[config.mk]
export PLATFORM = sky130hd
export DESIGN_NAME = array_max_priority_queue_unit
export DESIGN_NICKNAME = d
export VERILOG_FILES = /design/src/amaxpq_pkg.sv /design/src/amaxpq_front.sv /design/src/amaxpq_fifo.sv /design/src/amaxpq_back.sv /design/src/array_max_priority_queue_unit.sv
export SDC_FILE = /design/constraint.sdc
export NUM_CORES = 1
export LEC_CHECK = 0
export BUFFER_PORTS_ARGS = -buffer_cell sky130_fd_sc_hd__buf_2
export CAP_MARGIN = 30
export CORE_MARGIN = 4
export CORE_UTILIZATION = 58
export DETAILED_ROUTE_END_ITERATION = 6
export HOLD_SLACK_MARGIN = 0.1
export PLACE_DENSITY = 0.84
export REMOVE_ABC_BUFFERS = 1
export SETUP_SLACK_MARGIN = 0.3
export SYNTH_ARGS = -nofsm -noshare
export SYNTH_HDL_FRONTEND = slang
export SYNTH_SLANG_ARGS = --single-unit
[constraint.sdc]
create_clock -name i_clk -period 8 [get_ports i_clk]
set_input_delay 0.4 -clock i_clk [delete_from_list [all_inputs] [get_ports i_clk]]
set_output_delay 0.4 -clock i_clk [all_outputs]
set_load 0.02 [all_outputs]
[src/amaxpq_pkg.sv]
package amaxpq_pkg;

    localparam int KEY_W = 16;
    localparam int TAG_W = 16;
    localparam int OUT_CNT_W = 5;

    // request queue between front and back
    localparam int QDEPTH = 2;
    localparam int QPTR_W = 1;

    typedef enum logic {
        OP_INSERT,
        OP_DELETE
    } t_op_kind;

    typedef enum logic [1:0] {
        ST_OK    = 2'd0,
        ST_FULL  = 2'd1,
        ST_EMPTY = 2'd2
    } t_status;

    typedef enum logic [1:0] {
        BK_IDLE,
        BK_SCAN,
        BK_POST
    } t_back_state;

    typedef struct packed {
        t_op_kind         kind;
        logic [KEY_W-1:0] key;
        logic [TAG_W-1:0] tag;
    } t_req;

    typedef struct packed {
        logic valid;
        t_req req;
    } t_push;

    typedef struct packed {
        t_status              status;
        logic [OUT_CNT_W-1:0] count;
        logic [KEY_W-1:0]     max_key;
        logic                 max_valid;
        logic [OUT_CNT_W-1:0] removed;
    } t_result;

endpackage

[src/amaxpq_front.sv]
module amaxpq_front
    import amaxpq_pkg::*;
(
    input  logic             i_in_valid,
    output logic             o_in_stall,
    input  logic             i_cmd,
    input  logic [KEY_W-1:0] i_key,
    input  logic [TAG_W-1:0] i_tag,
    input  logic             i_full,
    output t_push            o_push
);

    // decode the command; key and tag carry no meaning on a delete
    assign o_in_stall      = i_full;
    assign o_push.valid    = i_in_valid && !i_full;
    assign o_push.req.kind = i_cmd ? OP_DELETE : OP_INSERT;
    assign o_push.req.key  = i_cmd ? '0 : i_key;
    assign o_push.req.tag  = i_cmd ? '0 : i_tag;

endmodule

[src/amaxpq_fifo.sv]
module amaxpq_fifo
    import amaxpq_pkg::*;
(
    input  logic  i_clk,
    input  logic  i_rst_n,
    input  t_push i_push,
    output logic  o_full,
    output logic  o_valid,
    output t_req  o_req,
    input  logic  i_pop
);

    t_req              r_mem [QDEPTH];
    logic [QPTR_W-1:0] r_wp;
    logic [QPTR_W-1:0] r_rp;
    logic [QPTR_W:0]   r_cnt;
    logic              push;
    logic              pop;

    assign o_full  = (r_cnt == (QPTR_W+1)'(QDEPTH));
    assign o_valid = (r_cnt != '0);
    assign o_req   = r_mem[r_rp];
    assign push    = i_push.valid && !o_full;
    assign pop     = i_pop && o_valid;

    always_ff @(posedge i_clk) begin
        if (push) begin
            r_mem[r_wp] <= i_push.req;
        end
    end

    always_ff @(posedge i_clk) begin
        if (!i_rst_n) begin
            r_wp  <= '0;
            r_rp  <= '0;
            r_cnt <= '0;
        end else begin
            if (push) begin
                r_wp <= r_wp + 1'b1;
            end
            if (pop) begin
                r_rp <= r_rp + 1'b1;
            end
            r_cnt <= r_cnt + (QPTR_W+1)'(push) - (QPTR_W+1)'(pop);
        end
    end

endmodule

[src/amaxpq_back.sv]
module amaxpq_back
    import amaxpq_pkg::*;
#(
    parameter int CAPACITY = 16
)
(
    input  logic    i_clk,
    input  logic    i_rst_n,
    input  logic    i_req_valid,
    input  t_req    i_req,
    output logic    o_pop,
    output logic    o_out_valid,
    input  logic    i_out_stall,
    output t_result o_result
);

    localparam int IW = (CAPACITY > 1) ? $clog2(CAPACITY) : 1;
    localparam int CW = $clog2(CAPACITY + 1);

    logic [KEY_W-1:0] key_mem [CAPACITY];
    logic [TAG_W-1:0] tag_mem [CAPACITY];

    t_back_state      r_state;
    t_back_state      n_state;
    logic [CW-1:0]    r_cnt;
    logic [KEY_W-1:0] r_max;
    logic [CW-1:0]    r_rd;
    logic [CW-1:0]    r_wr;
    logic [CW-1:0]    r_rm;
    logic [KEY_W-1:0] r_nmax;
    logic             r_pend;
    logic [KEY_W-1:0] r_kq;
    logic [TAG_W-1:0] r_tq;
    logic             r_out_valid;
    t_result          r_result;

    logic             out_free;
    logic             full;
    logic             we;
    logic [IW-1:0]    waddr;
    logic [KEY_W-1:0] wkey;
    logic [TAG_W-1:0] wtag;
    logic             re;
    logic             load;
    logic             start_scan;
    logic             ins_ok;
    logic [KEY_W-1:0] ins_max;
    t_result          res;

    assign out_free = !r_out_valid || !i_out_stall;
    assign full     = (r_cnt == CW'(CAPACITY));
    assign ins_max  = ((r_cnt == '0) || (i_req.key > r_max)) ? i_req.key : r_max;

    always_comb begin
        n_state = r_state;
        unique case (r_state)
            BK_IDLE: begin
                if (i_req_valid && out_free && i_req.kind == OP_DELETE && r_cnt != '0) begin
                    n_state = BK_SCAN;
                end
            end
            BK_SCAN: begin
                if (r_rd == r_cnt && !r_pend) begin
                    n_state = BK_POST;
                end
            end
            BK_POST: begin
                if (out_free) begin
                    n_state = BK_IDLE;
                end
            end
            default: n_state = BK_IDLE;
        endcase
    end

    always_comb begin
        o_pop      = 1'b0;
        we         = 1'b0;
        waddr      = r_cnt[IW-1:0];
        wkey       = i_req.key;
        wtag       = i_req.tag;
        re         = 1'b0;
        load       = 1'b0;
        start_scan = 1'b0;
        ins_ok     = 1'b0;
        res        = '{status: ST_OK, count: OUT_CNT_W'(r_cnt), max_key: r_max,
                       max_valid: (r_cnt != '0), removed: '0};
        unique case (r_state)
            BK_IDLE: begin
                if (i_req_valid && out_free) begin
                    o_pop = 1'b1;
                    if (i_req.kind == OP_INSERT) begin
                        load = 1'b1;
                        if (full) begin
                            res.status = ST_FULL;
                        end else begin
                            we            = 1'b1;
                            ins_ok        = 1'b1;
                            res.count     = OUT_CNT_W'(CW'(r_cnt + 1'b1));
                            res.max_key   = ins_max;
                            res.max_valid = 1'b1;
                        end
                    end else if (r_cnt == '0) begin
                        load       = 1'b1;
                        res.status = ST_EMPTY;
                    end else begin
                        start_scan = 1'b1;
                    end
                end
            end
            BK_SCAN: begin
                re = (r_rd != r_cnt);
                if (r_pend && r_kq != r_max) begin
                    we    = 1'b1;
                    waddr = r_wr[IW-1:0];
                    wkey  = r_kq;
                    wtag  = r_tq;
                end
            end
            BK_POST: begin
                load          = out_free;
                res.count     = OUT_CNT_W'(r_wr);
                res.max_key   = r_nmax;
                res.max_valid = (r_wr != '0);
                res.removed   = OUT_CNT_W'(r_rm);
            end
            default: ;
        endcase
    end

    always_ff @(posedge i_clk) begin
        if (we) begin
            key_mem[waddr] <= wkey;
            tag_mem[waddr] <= wtag;
        end
    end

    always_ff @(posedge i_clk) begin
        if (re) begin
            r_kq <= key_mem[r_rd[IW-1:0]];
            r_tq <= tag_mem[r_rd[IW-1:0]];
        end
    end

    always_ff @(posedge i_clk) begin
        if (!i_rst_n) begin
            r_state <= BK_IDLE;
            r_cnt   <= '0;
            r_max   <= '0;
            r_rd    <= '0;
            r_wr    <= '0;
            r_rm    <= '0;
            r_nmax  <= '0;
            r_pend  <= 1'b0;
        end else begin
            r_state <= n_state;
            if (ins_ok) begin
                r_cnt <= CW'(r_cnt + 1'b1);
                r_max <= ins_max;
            end
            if (start_scan) begin
                r_rd   <= '0;
                r_wr   <= '0;
                r_rm   <= '0;
                r_nmax <= '0;
                r_pend <= 1'b0;
            end
            if (r_state == BK_SCAN) begin
                r_pend <= re;
                if (re) begin
                    r_rd <= CW'(r_rd + 1'b1);
                end
                if (r_pend) begin
                    if (r_kq == r_max) begin
                        r_rm <= CW'(r_rm + 1'b1);
                    end else begin
                        r_wr <= CW'(r_wr + 1'b1);
                        if (r_kq > r_nmax) begin
                            r_nmax <= r_kq;
                        end
                    end
                end
            end
            if (r_state == BK_POST && out_free) begin
                r_cnt <= r_wr;
                r_max <= r_nmax;
            end
        end
    end

    always_ff @(posedge i_clk) begin
        if (!i_rst_n) begin
            r_out_valid <= 1'b0;
        end else if (load) begin
            r_out_valid <= 1'b1;
        end else if (!i_out_stall) begin
            r_out_valid <= 1'b0;
        end
    end

    always_ff @(posedge i_clk) begin
        if (load) begin
            r_result <= res;
        end
    end

    assign o_out_valid = r_out_valid;
    assign o_result    = r_result;

endmodule

[src/array_max_priority_queue_unit.sv]
// Bounded max-priority queue of (key, tag) entries with a running maximum.
// Request channel: i_in_valid / o_in_stall with i_cmd, i_key, i_tag. A request
// is taken at a clock edge where i_in_valid is high and o_in_stall is low.
// i_cmd 0 inserts (key, tag); i_cmd 1 deletes every entry holding the maximum.
// Result channel: o_out_valid / i_out_stall with o_status, o_count, o_max_key,
// o_max_valid, o_removed; exactly one result per request, in request order.
// A front decoder pushes requests into a two-entry queue; the back executes.
// Insert and delete-on-empty results: the request is written into the queue, then
// loads the output register once the back is idle and the output is free.
// A delete on N stored entries walks the key memory one entry a cycle through its
// registered read port before loading its result; the back takes no new request
// until that walk and its result are done, so the walk limits delete throughput.
// Inserts sustain one per cycle while the result side keeps up.
// Reset (synchronous, active low) empties the queue, clears count and maximum
// and drops any pending request or result. The key/tag memories are not cleared.
// When the receiver stalls, the result register holds; the back then stops
// pulling requests and the queue fills until o_in_stall rises.
module array_max_priority_queue_unit
    import amaxpq_pkg::*;
#(
    parameter int CAPACITY = 16
)
(
    input  logic                 i_clk,
    input  logic                 i_rst_n,
    input  logic                 i_in_valid,
    output logic                 o_in_stall,
    input  logic                 i_cmd,
    input  logic [KEY_W-1:0]     i_key,
    input  logic [TAG_W-1:0]     i_tag,
    output logic                 o_out_valid,
    input  logic                 i_out_stall,
    output logic [1:0]           o_status,
    output logic [OUT_CNT_W-1:0] o_count,
    output logic [KEY_W-1:0]     o_max_key,
    output logic                 o_max_valid,
    output logic [OUT_CNT_W-1:0] o_removed
);

    t_push   push;
    logic    q_full;
    logic    q_valid;
    t_req    q_req;
    logic    q_pop;
    t_result result;

    // decode requests and stall on a full queue
    amaxpq_front u_front (
        .i_in_valid (i_in_valid),
        .o_in_stall (o_in_stall),
        .i_cmd      (i_cmd),
        .i_key      (i_key),
        .i_tag      (i_tag),
        .i_full     (q_full),
        .o_push     (push)
    );

    // hold decoded requests while the back is busy with a delete walk
    amaxpq_fifo u_fifo (
        .i_clk   (i_clk),
        .i_rst_n (i_rst_n),
        .i_push  (push),
        .o_full  (q_full),
        .o_valid (q_valid),
        .o_req   (q_req),
        .i_pop   (q_pop)
    );

    // execute: store, compact, track the maximum, register the result
    amaxpq_back #(
        .CAPACITY (CAPACITY)
    ) u_back (
        .i_clk       (i_clk),
        .i_rst_n     (i_rst_n),
        .i_req_valid (q_valid),
        .i_req       (q_req),
        .o_pop       (q_pop),
        .o_out_valid (o_out_valid),
        .i_out_stall (i_out_stall),
        .o_result    (result)
    );

    assign o_status    = result.status;
    assign o_count     = result.count;
    assign o_max_key   = result.max_key;
    assign o_max_valid = result.max_valid;
    assign o_removed   = result.removed;

endmodule

Word-level counts from Yosys, hierarchy flattened:

Memory sizes are Yosys's and may differ from the RTL's. A register that Yosys moved wholly into a read port is not among the register bits.
Cells that the tools add are included.

* bits in registers: 89
* memory bits (writable): 322
* output and inout port bits: 31
* bits of input ports: 37
* word-level logic and storage cells: 131
* memories kept: 2

* reduce and logical (&&, ||, !) cells: 24
* $add $sub $neg: 8
* muxes and demuxes: 66
* magnitude comparators: 2
* equality and inequality tests: 12

Memory list
* u_back.key_mem: depth 16, bits a word 16, read ports 1, clocked after memory_dff 1, wr ports 1, line amaxpq_back.sv:20 `logic [KEY_W-1:0] key_mem [CAPACITY];`
* u_fifo.r_mem: depth 2, bits a word 33, read ports 1, clocked after memory_dff 1, wr ports 1, line amaxpq_fifo.sv:13 `t_req r_mem [QDEPTH];`

Operators by type and width (count)
* 16-bit two-way mux: 12
* 22-bit two-way mux: 3
* 5-bit two-way mux: 13
* 22-bit case mux with 2 select lines: 1
* 16-bit greater-than comparator: 2
* 1-bit two-way mux: 27
* 5-bit by 1-bit adder with 5-bit output, second input constant: 4
* 16-bit == test: 1
* 16-bit != test: 1
* 2-bit two-way mux: 5
* 5-bit nonzero test: 2
* 1-bit logical AND: 9
* 4-bit two-way mux: 2
* 2-bit by 1-bit != test with 1-bit output, second input constant: 4
* 2-bit case mux with 3 select lines: 1
* 2-bit nonzero test: 3
* 5-bit == test: 1
* 5-bit == test, second input constant: 1
* 5-bit logical NOT: 1
* 5-bit != test: 1
* 2-bit == test, second input constant: 2
* 1-bit logical NOT: 4
* 1-bit case mux with 2 select lines: 2
* 3-bit AND reduction: 1
* 7 further kinds: 9

Depth between registers and ports, before layout:

Gate-level depths: netlist of the first run.

* depth in word-level cells: 10
* depth in mapped cells: 14
* depth with buffers taken out: 10

Hierarchy:

Synthesis of the first run repeated with hierarchy kept, for this count alone.

* cell total of the unflattened synthesis: 1167
* area, all modules: 18659.1 um^2

Modules (own cells, without submodules)
* amaxpq_back: times used 1, seq. area each 10159.7 um^2, cells an instance 998, area an instance 15632.5 um^2
* amaxpq_fifo: times used 1, seq. area each 2082.0 um^2, cells an instance 131, area an instance 2782.7 um^2
* amaxpq_front: times used 1, seq. area each 0.0 um^2, cells an instance 38, area an instance 244.0 um^2

Worst setup path before layout of the first run:

OpenSTA, ideal clock, no wires.

* path type: reg-to-reg
* start: register with a tool-made name
* end: register u_back.r_result, in the netlist u_back.o_result[16] (data pin)
* cell stages (with the launch flop): 13
* setup time: 0.261 ns
* required time: 7.739 ns
* setup slack: 4.949 ns
* period minus slack after synthesis: 3.051 ns
* arrival: 2.789 ns
* buffers on the path: 3
* cell sequence: dfxtp_1 > buf_2 > buf_1 > mux2_2 > ha_1 > nand4_1 > nor4_1 > o21ai_0 > and3_4 > nor3_4 > buf_2 > or3_1 > nand3_1

RTL lines
* end signal: assignment: line amaxpq_back.sv:203 `r_result <= res;`
* end: declaration: line amaxpq_back.sv:35 `t_result r_result;`

Worst setup path in the final report of the first run:

* start: register u_back.r_kq[2] (read register of u_back.key_mem)
* end: memory u_back.key_mem[4][12], enable pin

* word-level cells in the longest chain between the ends: 6
* elaborated cells on any way between the ends: 8
* those cells by class: eq/ne: 1; mux: 6; reduce/logical: 1

RTL lines
* start: declaration: line amaxpq_back.sv:32 `logic [KEY_W-1:0] r_kq;`
* 16-bit != test (*): line amaxpq_back.sv:113 `if (r_pend && r_kq != r_max) begin`
* 1-bit logical AND (*): line amaxpq_back.sv:113
* 1-bit two-way mux: line amaxpq_back.sv:113
* 1-bit case mux with 2 select lines: line amaxpq_back.sv:88 `unique case (r_state)`
* 1-bit two-way mux
* 1-bit two-way mux (implied by the code): line amaxpq_back.sv:133 `key_mem[waddr] <= wkey;`
* end: declaration: line amaxpq_back.sv:20

Mark *: on every way between the ends. The rest lies on a longest branch, timed or not.

==> metrics.md, run 1 <==
| Metric | Value |
|---|---|
| Synth Instances | 1097 |
| Logic pwr share | 0.201 |
| Critical path capture point type | flip-flop |
| Final std cells w/o fill | 1578 |
| TritonCTS Buffers | 41 |
| Resize count post-CTS | 0 |
| Port buffer count | 51 |
| Top post-synthesis cells by area | edfxtp_1, mux4_2, dfxtp_1 |
| Chip Height | 179.8 µm |
| Final period util | 0.4963 |
| Slew @ Worst Pin | 1.031 ns |
| ANT nets after route | 0 |
| Ant diodes | 0 |
| DRT Pass-1 Iters | 7 |
| Most common cell on crit path | buf_4 |
| Std-Cell Rows | 62 |
| Crit path buffers/inverters | 2 |
| Setup Skew | 0.02052 ns |
| Gr ovfl total | 0 |
| Fin Hold WS | 0.2311 ns |
| Routed WL | 38190 µm |
| Vias after detailed routing | 9970 |
| Met2 wire len | 19320 µm |
| Unrepaired setup endpoints after global routing | false |
| Die Area | 0.03234 mm² |
| Yosys Warn Count | 0 |
| Critical Path Slowest Stage Cell | nor2_1 |
| Post-synth ARST share | 0 |
| Fmax | 251.8 MHz |
| Final hold vios | 0 |
| All-Layer GR Usage | 0.2345 |
| Seq pwr share | 0.467 |
| Post-CTS Setup Inserts | 0 |
| Peak ir drop on the vdd network | 0.2069 mV |
| EDFF count, synth | 335 |
| Dpl cells | 1502 |
| DRT iter0 DRCs | 1266 |
| Final Core Density | 0.6688 |
| Worst skew pair latency | 0.54 ns |
| Synth Register Bits | 396 |
| Leakage | 6.387 nW |
| Crit-path cells | xor2_1 -> nor4_1 -> nand4_1 -> nor2b_2 -> buf_4 -> mux2i_1 -> nand2_1 -> nor2_1 -> buf_4 |
| Number of vias per cell | 6.318 |
| RePlAce Congestion | 0.8887 |
| Period minus WS final | 3.971 ns |
| Power per cell area | 301.3 mW/mm² |
| Residual DRC count | 0 |
| Clock root cell | clkbuf_16 |
| CP top delay family | simple AND/OR/NAND/NOR gates |
| Worst-path clk slew | 0.06 ns |
| Met3 wire len | 2974 µm |
| Net Switching | 1.664 mW |
| Slew HR | 0.3104 |
| Switching share of power | 0.2853 |
| Slew Limit Fails | 0 |
| Vias in the first global route | 10030 |
| Synthesized cell area | 0.01712 mm² |
| Unique masters post-synth | 58 |
| Sink Count | 396 |
| Largest net degree at the start of global routing | 69 |
| First-pass GRT wire length | 59640 µm |
| Yosys top cell area share | 0.5875 |
| Wire per inst | 24.20 µm |
| CTS tree | done |
| Cell taking the most area after synthesis | edfxtp_1 |
| Core Region | 0.02894 mm² |
| Worst Path Arrival | 4.20 ns |
| Total I/O pin count | 68 |
| Worst min path class | input port to flip-flop |
| Maximum fanout along the worst path | 33 |
| Run status | completed |
| Layout cells sized above 1 | 0.2353 |
| Clock Path Buffers | 3 |
| Syn avg cell area | 15.61 µm² |
| H-tree depth | 2 |
| CP max stage delay | 0.82 ns |
| Post-Route Setup TNS | 0 ns |
| Hold buffers post-CTS | 0 |
| Nets@finish | 1238 |
| Pint | 4.167 mW |
| Primary FF master, synth | edfxtp_1 |
| Worst path required time | 8.23 ns |
| Area Growth Syn to Fin | 13.01% |
| Hpwl dp | 24720 µm |
| DIE WIDTH | 179.8 µm |
| Sequential area share after synthesis | 0.6588 |
| Initial core utilization | 0.5918 |
| Initial antenna violation count | 0 |
| DRT met1 WL | 14830 µm |
| Final setup violation count | 0 |
| WS Path Type | flip-flop to flip-flop |
| Setup crit start kind | flip-flop |
| Highest Signal Layer | met4 |
| Clk pwr share | 0.331 |
| Max-Cap Viols | 0 |
layout make-up:
type | instances | area, µm²
inverters | 47 | 176.4
well taps | 384 | 480.5
repair buffers | 81 | 648.1
clock buffers | 53 | 1071
flip-flops and latches | 396 | 11290
multi-input cells | 594 | 5404
fillers | 1895 | 9583
clock inverters | 23 | 286.5
path summary, 6_finish.rpt:
check,startpoint,slack (ns),cells past startpoint,endpoint
hold / removal,i_key[5],0.23,2,u_fifo.r_mem[0][21]
hold reg to reg,u_back.r_rm[4],0.48,1,u_back.r_rm[4]
setup / recovery,u_back.r_kq[2],4.03,9,u_back.key_mem[4][12]
setup reg to reg,u_back.r_kq[2],4.03,9,u_back.key_mem[4][12]
logic make-up after synthesis:
kind of cell	share of synthesized area
and+or+nand+nor	0.07738
buffers and inverters	0.02740
AOI/OAI and AO/OA	0.05188
xor gates and xnor gates	0.01534
adders and majority gates	0.02923
DFF	0.6588
muxes	0.1400
layer usage:
layer	vias to the layer above	GRT usage
met4	0	0.06583
met5	-	0
li1	4402	-
met3	80	0.03476
met1	4978	0.3221
met2	510	0.3973
Yosys cell counts, types with 2 or more instances:
master    count
nand2_1      53
or2_2         4
mux4_2       80
and3_1        2
nor3_1        8
o211ai_1      2
inv_1        46
nor3_4        2
a22oi_1      43
nand3_1      61
mux2_2       32
dfxtp_1      61
o311ai_0      3
buf_6         5
a21oi_2       2
a221oi_1      2
a221o_1       6
xnor2_1       6
a21o_1        4
nand2b_1      9
ha_1         40
nand4_1      10
edfxtp_1    335
nor2_1       51
buf_1         3
a21oi_1      31
or3_1        14
xor2_1       24
a31oi_1       5
and2_1        8
buf_2        12
o21ai_0      18
o221ai_1      3
buf_4         4
mux2i_1      21
nor2b_1      22
nor4_1        5
a211oi_1      3
o22ai_1       2
o21a_1        2
clkbuf_1     36
sequential cells by signal, summed over array words and instances (netlist names), named ones only:
register            count
u_back.o_out_valid      1
u_back.r_rm             5
u_fifo.r_cnt            2
u_back.r_state          2
u_back.r_pend           1
u_fifo.r_mem           34
u_back.r_cnt            5
u_back.r_rd             5
u_back.o_result        29
u_fifo.r_rp             1
u_back.r_nmax          16
u_fifo.r_wp             1
u_back.r_max           16
u_back.r_kq            16
u_back.r_wr             5
u_back.key_mem        256
cells in the final DEF, fill, tap and decap left out, types with 5 or more instances in the layout:
cell / Yosys / routed
a21oi_1: 31 / 31
a221o_1: 6 / 6
a22oi_1: 43 / 43
a31oi_1: 5 / 5
and2_1: 8 / 8
buf_16: 0 / 5
buf_2: 12 / 51
buf_4: 4 / 16
buf_8: 0 / 9
bufinv_16: 0 / 6
clkbuf_1: 36 / 12
clkbuf_16: 0 / 41
clkinv_1: 0 / 7
clkinv_2: 0 / 5
dfxtp_1: 61 / 59
edfxtp_1: 335 / 335
ha_1: 40 / 40
inv_1: 46 / 46
mux2_2: 32 / 32
mux2i_1: 21 / 21
mux4_2: 80 / 80
nand2_1: 53 / 53
nand2b_1: 9 / 9
nand3_1: 61 / 61
nand4_1: 10 / 10
nor2_1: 51 / 40
nor2_2: 1 / 12
nor2b_1: 22 / 21
nor3_1: 8 / 8
nor4_1: 5 / 5
o21ai_0: 18 / 18
or3_1: 14 / 14
xnor2_1: 6 / 6
xor2_1: 24 / 24
through the flow:
step / cell area, µm² / total power [mW] / setup slack [ns]
2_1_floorplan: 16830 / 3.502 / 3.682
3_3_place_gp: 17710 / 3.832 / 4.137
3_5_place_dp: 17990 / 3.923 / 4.088
4_1_cts: 19350 / 5.855 / 4.005
5_1_grt: 19350 / 6.070 / 3.685
6_report: 19350 / 5.831 / 4.029
power by group through the flow:
stage,Clock (mW),Combinational (mW),Sequential [mW]
detailed placement,0,1.16,2.76
global placement,0,1.08,2.75
floorplan,0,0.664,2.84
finish,1.93,1.17,2.72
CTS,1.96,1.17,2.73
global route,2.05,1.28,2.74
(Power assumes the default switching activity.)
==> run 2: changes to the inputs <==
Settings changed: CORE_UTILIZATION 58 to 56.
Clock period 8 ns to 3.2 ns, I/O delays scaled along.
==> metrics.md, run 2 (synthesis results as in run 1) <==
| Metric | Value |
|---|---|
| Worst min path class | flip-flop to flip-flop |
| Gr ovfl total | 0 (unchanged) |
| Max-Cap Viols | 0 (unchanged) |
| Final period util | 0.9576 (+0.4613) |
| Peak ir drop on the vdd network | 0.5611 mV (+170%) |
| Port buffer count | 51 (unchanged) |
| Setup crit start kind | flip-flop |
| Fmax | 326.3 MHz (+30%) |
| DRT Pass-1 Iters | 6 (-1) |
| Sink Count | 396 (unchanged) |
| Core Region | 0.02987 mm² (+3.2%) |
| Routed WL | 39980 µm (+4.7%) |
| Multi-input gate area | 0.005587 mm² (+3.4%) |
| CTS tree | done |
| Initial antenna violation count | 0 (unchanged) |
| Clock root cell | clkbuf_16 |
| Std-Cell Rows | 63 (+1.6%) |
| Slew @ Worst Pin | 0.8403 ns (-0.1903 ns) |
| Final Core Density | 0.6735 (+0.004721) |
| First-pass GRT wire length | 59510 µm (-0.23%) |
| Unrepaired setup endpoints after global routing | true |
| Slew HR | 0.4398 (+0.1294) |
| Worst-path clk slew | 0.06 ns (about the same) |
| Number of vias per cell | 6.276 (-0.67%) |
| Worst path required time | 3.47 ns (-4.76 ns) |
| Worst skew pair latency | 0.54 ns (about the same) |
| WS Path Type | flip-flop to flip-flop |
| All-Layer GR Usage | 0.2288 (-0.005705) |
| Final hold vios | 0 (unchanged) |
| Vias after detailed routing | 10350 (+3.8%) |
| Critical path capture point type | flip-flop |
| Fin Hold WS | 0.4872 ns (+0.2560 ns) |
| Total power | 14.92 mW (+160%) |
| Commonest non-fill, non-tap cell in the layout | edfxtp_1 |
| Run status | completed |
| Final setup violation count | 0 (unchanged) |
| Pre-CTS setup slack | 0.1937 ns (-3.895 ns) |
| Largest register by flop count | u_back.key_mem |
| Period minus WS final | 3.064 ns (-0.9064 ns) |
| Fillers | 1879 (-0.84%) |
| Leakage | 6.800 nW (+6.5%) |
| Layout cells sized above 1 | 0.2685 (+0.03312) |
| H-tree depth | 2 (unchanged) |
| Initial core utilization | 0.5732 (-0.01861) |
| Power per cell area | 741.4 mW/mm² (+150%) |
| Slew Limit Fails | 0 (unchanged) |
| Largest register FFs | 256 (unchanged) |
| Ant diodes | 0 (unchanged) |
| DRT iter0 DRCs | 1203 (-5.0%) |
| Total I/O pin count | 68 (unchanged) |
| Wire per inst | 24.24 µm (+0.18%) |
| Post-Route Setup TNS | 0 ns (unchanged) |
| PnR worst setup slack | 0.1357 ns (-3.894 ns) |
| Die Area | 0.03344 mm² (+3.4%) |
| Residual DRC count | 0 (unchanged) |
| Clock Path Buffers | 3 (unchanged) |
| Commonest non-fill, non-tap cells in the layout | edfxtp_1, mux4_2, nand3_1, dfxtp_1, buf_4 |
| Largest net degree at the start of global routing | 45 (-35%) |
| RePlAce Congestion | 0.9131 (+2.7%) |
| Chip Height | 182.9 µm (+1.7%) |
| TritonCTS Buffers | 40 (-2.4%) |
| Nets@finish | 1306 (+5.5%) |
| ANT nets after route | 0 (unchanged) |
| Reg area | 0.01129 mm² (about the same) |
| Area Growth Syn to Fin | 17.51% |
| DIE WIDTH | 182.9 µm (+1.7%) |
| Hpwl dp | 24250 µm (-1.9%) |
| Setup Skew | 0.01204 ns (-0.008476 ns) |
| Vias in the first global route | 10250 (+2.2%) |
| Worst Path Arrival | 3.34 ns (-0.86 ns) |
| Maximum fanout along the worst path | 8 (-76%) |
run 2: changes by cell type in the layout (fill, tap and decap cells not counted), moves of 4 or more:
cell and delta:
buf_4 +39, dlygate4sd3_1 +20, buf_12 +12, mux2_2 -12, mux2_4 +12, buf_8 -9
buf_6 +8, buf_16 -5, ha_1 -5, ha_4 +5, nor2_1 +5, nor2_2 -5
clkbuf_1 -4
run 2: critical path, cell delays in order (launching register included):
cell,delay (ns)
dfxtp_4,0.40
clkbuf_16,0.16
mux2_4,0.33
ha_4,0.27
nand4_1,0.20
nor4_4,0.39
o21ai_1,0.16
and3_4,0.22
nor3_4,0.17
buf_6,0.16
clkbuf_16,0.15
or3_1,0.12
nand3_1,0.08
run 2: metrics by stage:
step	cells	area, µm²
CTS	1629	19710
finish	1649	20120
global route	1649	20120
detailed placement	1536	18180
global placement	1535	18170
floorplan	1037	16830
run 2: final timing paths:
| path | start | to | slack [ns] | cells past startpoint |
|---|---|---|---|---|
| hold / removal | u_back.r_pend | u_back.r_pend | 0.49 | 2 |
| setup reg to reg | flip-flop | u_back.o_result[10] | 0.14 | 12 |
| hold reg to reg | u_back.r_pend | u_back.r_pend | 0.49 | 2 |
| setup / recovery | flip-flop | u_back.o_result[10] | 0.14 | 12 |
run 2: layout make-up:
| class | instances | share of cell area |
|---|---|---|
| inverter | 47 | 0.008768 |
| tap | 390 | 0.02425 |
| multi-input combinational | 594 | 0.2776 |
| clock buffer | 49 | 0.05192 |
| clock inverter | 23 | 0.01181 |
| sequential | 396 | 0.5611 |
| timing repair buffer | 150 | 0.06454 |
run 2: timing repair:
item                                    in CTS  in global routing
setup buffers                                1                 15
endpoints found under the setup margin     231                290
cloned                                       0                  5
hold buffers                                20                  0
resized for setup                            9                 39
endpoints found under the hold margin       45                  0
pin swaps                                    2                  9
run 2: layer usage:
metal / vias up / share of wire / track usage
met1: 5222 / 0.39 / 0.3156
met2: 501 / 0.51 / 0.3879
met5: - / 0 / 0
met4: 0 / 0.030 / 0.06019
met3: 92 / 0.075 / 0.03511
li1: 4534 / - / -
run 2: report_power, final:
group	total [mW]	leakage (nW)	switching [mW]	internal, mW
clock network	4.59	0.629	1.93	2.66
logic	3.55	2.61	2.17	1.38
registers	6.78	3.56	0.266	6.51
